<file path="src/rtl/circ_pkg.sv">
`timescale 1ns / 1ps
// ----------------------------------------------------------------------------
// circ_pkg
// Shared widths, codes and the point word passed from front to back.
// ----------------------------------------------------------------------------
package circ_pkg;

  // default width of the radius and offset datapath
  localparam int RadiusBitsDef = 12;

  // fixed field widths
  localparam int CoordW  = 13;
  localparam int RadInW  = 12;
  localparam int ColorW  = 8;
  localparam int PixW    = 14;
  localparam int NumPix  = 8;
  localparam int PixCntW = $clog2(NumPix);

  // item codes
  localparam logic FuncStart = 1'b0;
  localparam logic FuncStep  = 1'b1;

  // one point of the circle, offsets already reduced to pixel width
  typedef struct packed {
    logic signed [PixW-1:0]   cx;
    logic signed [PixW-1:0]   cy;
    logic signed [PixW-1:0]   ox;
    logic signed [PixW-1:0]   oy;
    logic [ColorW-1:0]        red;
    logic [ColorW-1:0]        green;
    logic [ColorW-1:0]        blue;
    logic [ColorW-1:0]        alpha;
    logic                     fin;
  } job_t;

endpackage

</file>
<file path="src/rtl/circ_in_if.sv">
`timescale 1ns / 1ps
// ----------------------------------------------------------------------------
// circ_in_if
// Input channel: start or step words with center, radius and color.
// ----------------------------------------------------------------------------
interface circ_in_if import circ_pkg::*; ();

  logic                     valid;
  logic                     ready;
  logic                     func;
  logic signed [CoordW-1:0] center_x;
  logic signed [CoordW-1:0] center_y;
  logic [RadInW-1:0]        radius_in;
  logic [ColorW-1:0]        red_in;
  logic [ColorW-1:0]        green_in;
  logic [ColorW-1:0]        blue_in;
  logic [ColorW-1:0]        alpha_in;

  modport source (
    output valid, func, center_x, center_y, radius_in,
           red_in, green_in, blue_in, alpha_in,
    input  ready
  );

  modport sink (
    input  valid, func, center_x, center_y, radius_in,
           red_in, green_in, blue_in, alpha_in,
    output ready
  );

endinterface

</file>
<file path="src/rtl/circ_out_if.sv">
`timescale 1ns / 1ps
// ----------------------------------------------------------------------------
// circ_out_if
// Output channel: one pixel word per handshake.
// ----------------------------------------------------------------------------
interface circ_out_if import circ_pkg::*; ();

  logic                   valid;
  logic                   ready;
  logic signed [PixW-1:0] pixel_x;
  logic signed [PixW-1:0] pixel_y;
  logic [ColorW-1:0]      pixel_red;
  logic [ColorW-1:0]      pixel_green;
  logic [ColorW-1:0]      pixel_blue;
  logic [ColorW-1:0]      pixel_alpha;
  logic                   circle_done;

  modport source (
    output valid, pixel_x, pixel_y, pixel_red, pixel_green, pixel_blue,
           pixel_alpha, circle_done,
    input  ready
  );

  modport sink (
    input  valid, pixel_x, pixel_y, pixel_red, pixel_green, pixel_blue,
           pixel_alpha, circle_done,
    output ready
  );

endinterface

</file>
<file path="src/rtl/circ_front.sv">
`timescale 1ns / 1ps
// ----------------------------------------------------------------------------
// circ_front
// Accepts start and step words, keeps the circle state and runs one step
// of the error rule per word, handing the current point to the queue.
// ----------------------------------------------------------------------------
module circ_front import circ_pkg::*; #(
  parameter int RADIUS_BITS = RadiusBitsDef
) (
  input  logic       clk_i,
  input  logic       rst_ni,
  circ_in_if.sink    in_i,
  output logic       push_valid_o,
  input  logic       push_ready_i,
  output job_t       push_job_o
);

  localparam int OffW = RADIUS_BITS + 1;  // signed offsets, y may reach -1
  localparam int ErrW = RADIUS_BITS + 3;  // stored error term
  localparam int CalW = RADIUS_BITS + 4;  // headroom for 2x terms

  logic signed [OffW-1:0]   off_x_q, off_x_d;
  logic signed [OffW-1:0]   off_y_q, off_y_d;
  logic signed [ErrW-1:0]   err_q, err_d;
  logic signed [CoordW-1:0] cx_q, cy_q;
  logic [RADIUS_BITS-1:0]   rad_q;
  logic [ColorW-1:0]        red_q, green_q, blue_q, alpha_q;
  logic                     active_q;

  logic                     is_start;
  logic                     accept;
  logic                     emit;
  logic [31:0]              rad_ext;
  logic [RADIUS_BITS-1:0]   rad_new;
  logic [RADIUS_BITS-1:0]   rad_cur;
  logic signed [CalW-1:0]   x_w, y_w, e_w, r_w;
  logic signed [CalW-1:0]   x_n, y_n, e_n;
  logic                     fin;
  logic signed [31:0]       ox_ext, oy_ext;
  logic signed [CoordW-1:0] cx_cur, cy_cur;
  logic [ColorW-1:0]        red_cur, green_cur, blue_cur, alpha_cur;

  // handshake
  assign in_i.ready = push_ready_i;
  assign accept     = in_i.valid & push_ready_i;
  assign is_start   = (in_i.func == FuncStart);
  assign emit       = accept & (is_start | active_q);

  // radius limited to the datapath width
  assign rad_ext = 32'(in_i.radius_in);
  assign rad_new = rad_ext[RADIUS_BITS-1:0];

  // operands: fresh circle on start, stored state otherwise
  always_comb begin
    if (is_start) begin
      rad_cur   = rad_new;
      x_w       = '0;
      y_w       = CalW'(rad_new);
      e_w       = CalW'(rad_new) - CalW'(1);
      cx_cur    = in_i.center_x;
      cy_cur    = in_i.center_y;
      red_cur   = in_i.red_in;
      green_cur = in_i.green_in;
      blue_cur  = in_i.blue_in;
      alpha_cur = in_i.alpha_in;
    end else begin
      rad_cur   = rad_q;
      x_w       = CalW'(off_x_q);
      y_w       = CalW'(off_y_q);
      e_w       = CalW'(err_q);
      cx_cur    = cx_q;
      cy_cur    = cy_q;
      red_cur   = red_q;
      green_cur = green_q;
      blue_cur  = blue_q;
      alpha_cur = alpha_q;
    end
    r_w = CalW'(rad_cur);
  end

  // one step of the error rule
  always_comb begin
    if (e_w >= (x_w <<< 1)) begin
      e_n = e_w - (x_w <<< 1) - CalW'(1);
      x_n = x_w + CalW'(1);
      y_n = y_w;
    end else if (e_w < ((r_w - y_w) <<< 1)) begin
      e_n = e_w + (y_w <<< 1) - CalW'(1);
      x_n = x_w;
      y_n = y_w - CalW'(1);
    end else begin
      e_n = e_w + ((y_w - x_w - CalW'(1)) <<< 1);
      x_n = x_w + CalW'(1);
      y_n = y_w - CalW'(1);
    end
    fin     = (y_n < x_n);
    off_x_d = x_n[OffW-1:0];
    off_y_d = y_n[OffW-1:0];
    err_d   = e_n[ErrW-1:0];
  end

  // point word for the back end, offsets reduced to pixel width
  assign ox_ext = 32'(x_w);
  assign oy_ext = 32'(y_w);

  always_comb begin
    push_job_o.cx    = PixW'(cx_cur);
    push_job_o.cy    = PixW'(cy_cur);
    push_job_o.ox    = ox_ext[PixW-1:0];
    push_job_o.oy    = oy_ext[PixW-1:0];
    push_job_o.red   = red_cur;
    push_job_o.green = green_cur;
    push_job_o.blue  = blue_cur;
    push_job_o.alpha = alpha_cur;
    push_job_o.fin   = fin;
  end

  assign push_valid_o = in_i.valid & (is_start | active_q);

  // circle state
  always_ff @(posedge clk_i or negedge rst_ni) begin
    if (!rst_ni) begin
      off_x_q  <= '0;
      off_y_q  <= '0;
      err_q    <= '0;
      cx_q     <= '0;
      cy_q     <= '0;
      rad_q    <= '0;
      red_q    <= '0;
      green_q  <= '0;
      blue_q   <= '0;
      alpha_q  <= '0;
      active_q <= 1'b0;
    end else if (emit) begin
      off_x_q  <= off_x_d;
      off_y_q  <= off_y_d;
      err_q    <= err_d;
      active_q <= ~fin;
      if (is_start) begin
        cx_q    <= in_i.center_x;
        cy_q    <= in_i.center_y;
        rad_q   <= rad_new;
        red_q   <= in_i.red_in;
        green_q <= in_i.green_in;
        blue_q  <= in_i.blue_in;
        alpha_q <= in_i.alpha_in;
      end
    end
  end

endmodule

</file>
<file path="src/rtl/circ_queue.sv">
`timescale 1ns / 1ps
// ----------------------------------------------------------------------------
// circ_queue
// Two-entry queue of point words between front and back.
// ----------------------------------------------------------------------------
module circ_queue import circ_pkg::*; (
  input  logic clk_i,
  input  logic rst_ni,
  input  logic push_valid_i,
  output logic push_ready_o,
  input  job_t push_job_i,
  output logic pop_valid_o,
  input  logic pop_ready_i,
  output job_t pop_job_o
);

  job_t       slot_q [2];
  logic       wr_ptr_q, rd_ptr_q;
  logic [1:0] cnt_q, cnt_d;
  logic       do_push, do_pop;

  assign push_ready_o = (cnt_q != 2'd2);
  assign pop_valid_o  = (cnt_q != 2'd0);
  assign pop_job_o    = slot_q[rd_ptr_q];
  assign do_push      = push_valid_i & push_ready_o;
  assign do_pop       = pop_valid_o & pop_ready_i;

  // fill count
  always_comb begin
    cnt_d = cnt_q;
    if (do_push && !do_pop) begin
      cnt_d = cnt_q + 2'd1;
    end else if (!do_push && do_pop) begin
      cnt_d = cnt_q - 2'd1;
    end
  end

  // pointers and count
  always_ff @(posedge clk_i or negedge rst_ni) begin
    if (!rst_ni) begin
      wr_ptr_q <= 1'b0;
      rd_ptr_q <= 1'b0;
      cnt_q    <= '0;
    end else begin
      cnt_q <= cnt_d;
      if (do_push) begin
        wr_ptr_q <= ~wr_ptr_q;
      end
      if (do_pop) begin
        rd_ptr_q <= ~rd_ptr_q;
      end
    end
  end

  // storage
  always_ff @(posedge clk_i) begin
    if (do_push) begin
      slot_q[wr_ptr_q] <= push_job_i;
    end
  end

endmodule

</file>
<file path="src/rtl/circ_back.sv">
`timescale 1ns / 1ps
// ----------------------------------------------------------------------------
// circ_back
// Expands one point word into its eight mirrored pixels, one per cycle while
// the output accepts them, through a registered output stage.
// ----------------------------------------------------------------------------
module circ_back import circ_pkg::*; (
  input  logic       clk_i,
  input  logic       rst_ni,
  input  logic       pop_valid_i,
  output logic       pop_ready_o,
  input  job_t       pop_job_i,
  circ_out_if.source out_o
);

  localparam logic [PixCntW-1:0] LastPix = PixCntW'(NumPix - 1);

  job_t                   job_q;
  logic                   busy_q, busy_d;
  logic [PixCntW-1:0]     idx_q, idx_d;
  logic                   out_vld_q;
  logic signed [PixW-1:0] px_q, py_q, px_d, py_d;
  logic [ColorW-1:0]      red_q, green_q, blue_q, alpha_q;
  logic                   done_q;

  logic                   load_out;
  logic                   take_job;
  logic                   last;
  logic signed [PixW-1:0] a, b;

  assign load_out    = busy_q & (~out_vld_q | out_o.ready);
  assign last        = (idx_q == LastPix);
  assign pop_ready_o = ~busy_q | (load_out & last);
  assign take_job    = pop_valid_i & pop_ready_o;

  // mirror selection: bit 2 swaps axes, bit 0 negates x, bit 1 negates y
  always_comb begin
    a    = idx_q[2] ? job_q.oy : job_q.ox;
    b    = idx_q[2] ? job_q.ox : job_q.oy;
    px_d = idx_q[0] ? (job_q.cx - a) : (job_q.cx + a);
    py_d = idx_q[1] ? (job_q.cy - b) : (job_q.cy + b);
  end

  // sequencing over the eight pixels
  always_comb begin
    busy_d = busy_q;
    idx_d  = idx_q;
    if (load_out) begin
      idx_d = idx_q + PixCntW'(1);
      if (last) begin
        busy_d = 1'b0;
      end
    end
    if (take_job) begin
      busy_d = 1'b1;
      idx_d  = '0;
    end
  end

  always_ff @(posedge clk_i or negedge rst_ni) begin
    if (!rst_ni) begin
      busy_q    <= 1'b0;
      idx_q     <= '0;
      out_vld_q <= 1'b0;
    end else begin
      busy_q <= busy_d;
      idx_q  <= idx_d;
      if (load_out) begin
        out_vld_q <= 1'b1;
      end else if (out_o.ready) begin
        out_vld_q <= 1'b0;
      end
    end
  end

  // point word and output payload
  always_ff @(posedge clk_i) begin
    if (take_job) begin
      job_q <= pop_job_i;
    end
    if (load_out) begin
      px_q    <= px_d;
      py_q    <= py_d;
      red_q   <= job_q.red;
      green_q <= job_q.green;
      blue_q  <= job_q.blue;
      alpha_q <= job_q.alpha;
      done_q  <= job_q.fin & last;
    end
  end

  assign out_o.valid       = out_vld_q;
  assign out_o.pixel_x     = px_q;
  assign out_o.pixel_y     = py_q;
  assign out_o.pixel_red   = red_q;
  assign out_o.pixel_green = green_q;
  assign out_o.pixel_blue  = blue_q;
  assign out_o.pixel_alpha = alpha_q;
  assign out_o.circle_done = done_q;

endmodule

</file>
<file path="src/rtl/circle_outline_rasterizer.sv">
`timescale 1ns / 1ps
// ----------------------------------------------------------------------------
// circle_outline_rasterizer
// Circle outline rasterizer: error-rule stepping with eight-way mirroring.
// ----------------------------------------------------------------------------
// A start word (func 0) loads center, radius and color and yields the eight
// mirrored pixels of point (0, radius); each step word (func 1) yields the
// eight pixels of the next point. A step word with no circle in progress is
// taken as soon as the point queue has room and yields nothing. Every other
// word yields eight pixel words, one per cycle on the single output port while
// out_o.ready holds; a two-entry point queue lets the front take new words
// while the back is still writing pixels. circle_done marks the last pixel
// of a circle. Coordinates wrap to 14 bits and are not clipped.
module circle_outline_rasterizer import circ_pkg::*; #(
  parameter int RADIUS_BITS = RadiusBitsDef
) (
  input  logic       clk_i,
  input  logic       rst_ni,
  circ_in_if.sink    in_i,
  circ_out_if.source out_o
);

  logic push_valid, push_ready;
  logic pop_valid, pop_ready;
  job_t push_job, pop_job;

  // word intake and stepping
  circ_front #(
    .RADIUS_BITS (RADIUS_BITS)
  ) u_front (
    .clk_i        (clk_i),
    .rst_ni       (rst_ni),
    .in_i         (in_i),
    .push_valid_o (push_valid),
    .push_ready_i (push_ready),
    .push_job_o   (push_job)
  );

  // point queue
  circ_queue u_queue (
    .clk_i        (clk_i),
    .rst_ni       (rst_ni),
    .push_valid_i (push_valid),
    .push_ready_o (push_ready),
    .push_job_i   (push_job),
    .pop_valid_o  (pop_valid),
    .pop_ready_i  (pop_ready),
    .pop_job_o    (pop_job)
  );

  // pixel expansion
  circ_back u_back (
    .clk_i       (clk_i),
    .rst_ni      (rst_ni),
    .pop_valid_i (pop_valid),
    .pop_ready_o (pop_ready),
    .pop_job_i   (pop_job),
    .out_o       (out_o)
  );

endmodule
</file>
<file path="src/flat_wrapper.sv">
// flat-port wrapper written by rule: the top's interface ports become plain ports
module circle_outline_rasterizer_flat import circ_pkg::*;
#(
  parameter int RADIUS_BITS = RadiusBitsDef
)
  (clk_i, rst_ni, in_i_valid, in_i_func, in_i_center_x, in_i_center_y, in_i_radius_in, in_i_red_in, in_i_green_in, in_i_blue_in, in_i_alpha_in, in_i_ready, out_o_valid, out_o_pixel_x, out_o_pixel_y, out_o_pixel_red, out_o_pixel_green, out_o_pixel_blue, out_o_pixel_alpha, out_o_circle_done, out_o_ready);
  circ_in_if in_i_i ();
  circ_out_if out_o_i ();
  input  logic clk_i;
  input  logic rst_ni;
  input wire logic [$bits(in_i_i.valid)-1:0] in_i_valid;
  input wire logic [$bits(in_i_i.func)-1:0] in_i_func;
  input wire logic [$bits(in_i_i.center_x)-1:0] in_i_center_x;
  input wire logic [$bits(in_i_i.center_y)-1:0] in_i_center_y;
  input wire logic [$bits(in_i_i.radius_in)-1:0] in_i_radius_in;
  input wire logic [$bits(in_i_i.red_in)-1:0] in_i_red_in;
  input wire logic [$bits(in_i_i.green_in)-1:0] in_i_green_in;
  input wire logic [$bits(in_i_i.blue_in)-1:0] in_i_blue_in;
  input wire logic [$bits(in_i_i.alpha_in)-1:0] in_i_alpha_in;
  output wire logic [$bits(in_i_i.ready)-1:0] in_i_ready;
  output wire logic [$bits(out_o_i.valid)-1:0] out_o_valid;
  output wire logic [$bits(out_o_i.pixel_x)-1:0] out_o_pixel_x;
  output wire logic [$bits(out_o_i.pixel_y)-1:0] out_o_pixel_y;
  output wire logic [$bits(out_o_i.pixel_red)-1:0] out_o_pixel_red;
  output wire logic [$bits(out_o_i.pixel_green)-1:0] out_o_pixel_green;
  output wire logic [$bits(out_o_i.pixel_blue)-1:0] out_o_pixel_blue;
  output wire logic [$bits(out_o_i.pixel_alpha)-1:0] out_o_pixel_alpha;
  output wire logic [$bits(out_o_i.circle_done)-1:0] out_o_circle_done;
  input wire logic [$bits(out_o_i.ready)-1:0] out_o_ready;
  assign in_i_i.valid = in_i_valid;
  assign in_i_i.func = in_i_func;
  assign in_i_i.center_x = in_i_center_x;
  assign in_i_i.center_y = in_i_center_y;
  assign in_i_i.radius_in = in_i_radius_in;
  assign in_i_i.red_in = in_i_red_in;
  assign in_i_i.green_in = in_i_green_in;
  assign in_i_i.blue_in = in_i_blue_in;
  assign in_i_i.alpha_in = in_i_alpha_in;
  assign in_i_ready = in_i_i.ready;
  assign out_o_valid = out_o_i.valid;
  assign out_o_pixel_x = out_o_i.pixel_x;
  assign out_o_pixel_y = out_o_i.pixel_y;
  assign out_o_pixel_red = out_o_i.pixel_red;
  assign out_o_pixel_green = out_o_i.pixel_green;
  assign out_o_pixel_blue = out_o_i.pixel_blue;
  assign out_o_pixel_alpha = out_o_i.pixel_alpha;
  assign out_o_circle_done = out_o_i.circle_done;
  assign out_o_i.ready = out_o_ready;
  circle_outline_rasterizer #(.RADIUS_BITS(RADIUS_BITS)) u_core (.clk_i(clk_i), .rst_ni(rst_ni), .in_i(in_i_i), .out_o(out_o_i));
endmodule
</file>
<file path="config.mk">
export PLATFORM = sky130hd
export DESIGN_NAME = circle_outline_rasterizer_flat
export DESIGN_NICKNAME = d
export VERILOG_FILES = /design/src/rtl/circ_pkg.sv /design/src/rtl/circ_in_if.sv /design/src/rtl/circ_out_if.sv /design/src/rtl/circ_front.sv /design/src/rtl/circ_queue.sv /design/src/rtl/circ_back.sv /design/src/rtl/circle_outline_rasterizer.sv /design/src/flat_wrapper.sv
export SDC_FILE = /design/constraint.sdc
export NUM_CORES = 1
export LEC_CHECK = 0
export BUFFER_PORTS_ARGS = -buffer_cell sky130_fd_sc_hd__buf_2
export CAP_MARGIN = 10
export CORE_MARGIN = 2
export CORE_UTILIZATION = 56
export DETAILED_ROUTE_END_ITERATION = 8
export PLACE_DENSITY = 0.73
export SLEW_MARGIN = 15
export SYNTH_ARGS = -nofsm -noshare
export SYNTH_HDL_FRONTEND = slang
export SYNTH_SLANG_ARGS = --single-unit
</file>
<file path="constraint.sdc">
create_clock -name clk_i -period 5.7 [get_ports clk_i]
set_input_delay 0.57 -clock clk_i [delete_from_list [all_inputs] [get_ports clk_i]]
set_output_delay 0.57 -clock clk_i [all_outputs]
set_load 0.02 [all_outputs]
</file>
==> run metrics <==
outcome=finished, violations left; failing checks=setup timing; async set or reset register ratio after synthesis=0.277; Max VDD drop=0.000344 V; met2 wire length=between 20 and 30 mm; Fin. Hold Viols=0; top cell type's share of synthesized area=0.409; Crit Path Max Fanout=3; core footprint=approximately 41000 sq um; first-pass GRT wire length=between 80 and 90 mm; via/cell ratio=5.69; CP max stage delay=0.39 ns; internal power=0.00948 W; number of synthesized register bits=approximately 440; GRT Residual Overflow=0; htree depth=2; relative slew slack=0.425; min cycle time layout=~5.8 ns; die span in x=207 um; routed wire length=between 50 and 60 mm; Max Freq=between 0.15 and 0.2 GHz; antenna viol nets, final=0; Synth Warn #=0; WS Path Type=reg -> reg; EDFF count, synth=between 300 and 400; CTS Buf Count=45; cell taking the most area after synthesis=edfxtp_1; initial antenna violation count=2; I/O pins=around 140; Final GP Congestion=0.937; HP Class=in -> reg; met3 WL=between 2 and 3 mm; Compound-Gate Fraction of Synth Area=0.0803; register clock-pin slew on the reported worst setup and hold paths=0.07 ns; PortBufs=around 140; utilization after layout=0.668; layout cells sized above 1=0.293; TNS Setup=-0.152 ns; sequential area share after synthesis=0.540; multiplexer share of the synthesized area=0.127; Synth Area in Adders=0.0833; Worst Path Arrival=around 6.1 ns; Max Used Layer=met4; largest net degree at the start of global routing=approximately 100; DRT Pass-1 Iters=8; DR iter-0 viols=between 900 and 1000; Max-cap violations=0; WL met1=23.0 mm; Psw=about 0.0055 W; DRC viols=0; Max Slew Vio Count=0; clock skew=approximately 0.019 ns; vias in the first global route=16000; Total Nets Final=2395; Sink Count=437; Synth area leaders=edfxtp_1, dfrtp_1, mux2_2; Syn Std Cell Area=23200 sq um; Worst-Margin Slew=0.863 ns; gr usage total=0.250; Reg power frac=0.335; most frequent cell on the critical path=a21oi_2; CTS tree=built; switching share of power=0.367; Worst Setup Slack, final=-0.0547 ns; Final period util=1.01; CP Capture Type=flop; WL/cell=roughly 20 um; Syn Area/Cell=approximately 12 sq um; Vias=15600; Most used DFF post-synth=edfxtp_1; Clock Tree Buf Depth=3; Required @ worst endpoint=roughly 6.0 ns; Initial Util=0.568; clk_lat worst skew=between 0.5 and 0.6 ns; Comb pwr share=0.470; clock power share=0.194; Slowest cell on crit path=dfrtp_1; largest family of logic cells by synthesized area=multiplexers; Setup-failing EPs final=3; Synth Net Count=roughly 2100; Root Driver=clkbuf_16; Static Leakage=11.1 nW; area added between synthesis and finish=17.6%; worst hold margin=0.226 ns; Worst setup SP type=flop; RSZ-0062 raised after global routing=yes; Yosys cell types=67; XOR/XNOR share of the synthesized area=0.0533; Die Ht=roughly 210 um; cell area power density=550 nW/um^2; fillcell total=~3000; Synth Area in Simple Gates=0.0889; Mapped Cells=around 1900; die area=around 43000 sq um; Cell Rows=74; post-detail-place hpwl=~38 mm
placed cells by master (no fill, tap or decap), drive strengths merged, types with 12 or more instances in the layout:
master  count
edfxtp    316
buf       301
mux2      228
ha        143
nand2     138
dfrtp     121
inv       110
nor2      104
xnor2      90
a21oi      88
o21ai      69
clkbuf     53
xor2       51
mux2i      38
nor3       37
a31oi      27
nand3      26
a21o       23
nor2b      23
clkinv     19
nor4       16
and3       15
nand2b     14
o211ai     12
per-layer routing:
| layer | track usage | vias up |
|---|---|---|
| li1 | - | 7488 |
| met1 | 0.327 | 7631 |
| met2 | 0.440 | 390 |
| met3 | 0.0293 | 81 |
| met4 | 0.0732 | 0 |
| met5 | 0 | - |
stage by stage:
stage                     std cells  worst slack (ns)  power, W  area (sq um)
after floorplan                1880            -0.736   0.00997         23300
after global placement         2643            -0.695    0.0117         25600
after detailed placement       2643            -0.876    0.0120         25600
after CTS                      2734            -0.162    0.0150         27200
after global routing           2739            -0.460    0.0160         27300
final                          2739           -0.0547    0.0150         27300
cell usage after synthesis (8+ instances only):
library cell	count
xor2_1	51
xnor2_1	90
a31oi_1	27
mux2i_1	38
clkbuf_1	38
edfxtp_1	316
mux2_2	227
a211oi_1	11
buf_1	13
inv_1	102
a21oi_1	88
and3_1	15
nand3_1	26
nand2_1	138
nor2b_1	23
and2_1	11
or2_2	9
o21a_1	10
nand2b_1	14
buf_2	8
nor3_1	36
nand4_1	11
nor4_1	12
ha_1	143
dfrtp_1	121
nor2_1	104
a21o_1	23
o21ai_0	68
o211ai_1	11
worst max-delay path: cells and delay by family, from the launching register on:
kind,cells,cell delay (ns)
flip-flops,1,0.39
AND/OR/NAND/NOR,7,1.25
buffers and inverters,2,0.15
AO/OA/AOI/OAI,12,2.30
adder cells (fa/ha/maj),4,1.17
XOR/XNOR,2,0.21
cell families (layout without fill, tap and decap cells):
kind of cell | count (synthesis) | after routing
buf+inv | 164 | 489
flops | 437 | 437
compound gates | 293 | 293
simple gates | 429 | 429
mux | 266 | 266
fa+ha+maj | 150 | 150
other cells | 0 | 2
xor+xnor | 141 | 141
final timing paths:
path	start	end	slack (ns)	cells past startpoint
min in group asynchronous	rst_ni	u_core.u_front.blue_q[2]	0.46	2
max in group asynchronous	rst_ni	u_core.u_queue.rd_ptr_q	4.17	3
min	in_i_valid	u_core.u_front.active_q	0.23	2
max	u_core.u_front.rad_q[0]	u_core.u_queue.slot_q[1][0]	-0.05	27
min reg2reg	u_core.u_back.job_q[19]	u_core.u_back.out_o.pixel_green[2]	0.41	0
max reg2reg	u_core.u_front.rad_q[0]	u_core.u_queue.slot_q[1][0]	-0.05	27
state kept, by name, summed over array words and instances (netlist names), 12 cells and up:
name / cells
u_core.u_front.cy_q: 13
u_core.u_queue.slot_q: 170
u_core.u_back.out_o.pixel_y: 14
u_core.u_front.cx_q: 13
u_core.u_front.off_x_q: 13
u_core.u_front.err_q: 15
u_core.u_back.job_q: 85
u_core.u_front.off_y_q: 13
u_core.u_back.out_o.pixel_x: 14
u_core.u_front.rad_q: 12
power groups by stage:
stage / Sequential [W] / Clock (W) / Combinational (W)
final: 0.00502 / 0.00291 / 0.00705
after floorplan: 0.00508 / 0 / 0.00488
after detailed placement: 0.00507 / 0 / 0.00690
after global placement: 0.00502 / 0 / 0.00671
after global routing: 0.00511 / 0.00308 / 0.00776
after CTS: 0.00502 / 0.00297 / 0.00701
timing repair:
| item | 4_1_cts | 5_1_grt |
|---|---|---|
| hold endpoints to repair | 28 | 0 |
| pin swaps | 25 | 36 |
| gates resized for setup | 13 | 11 |
| setup buffers | 9 | 3 |
| endpoints found under the setup margin | 3 | 3 |
| hold buffers | 1 | 0 |
area by class of cell:
cell class                 count  area (sq um)  area share
tap                          532           666      0.0244
inverter                     105           397      0.0146
sequential                   437         12500       0.459
clock buffer                  53          1190      0.0435
antenna                        2          5.00    0.000184
multi-input combinational   1279         10200       0.374
clock inverter                29           267     0.00978
timing repair buffer         302          2010      0.0739
Note: power is estimated with default switching activity, not from simulation.
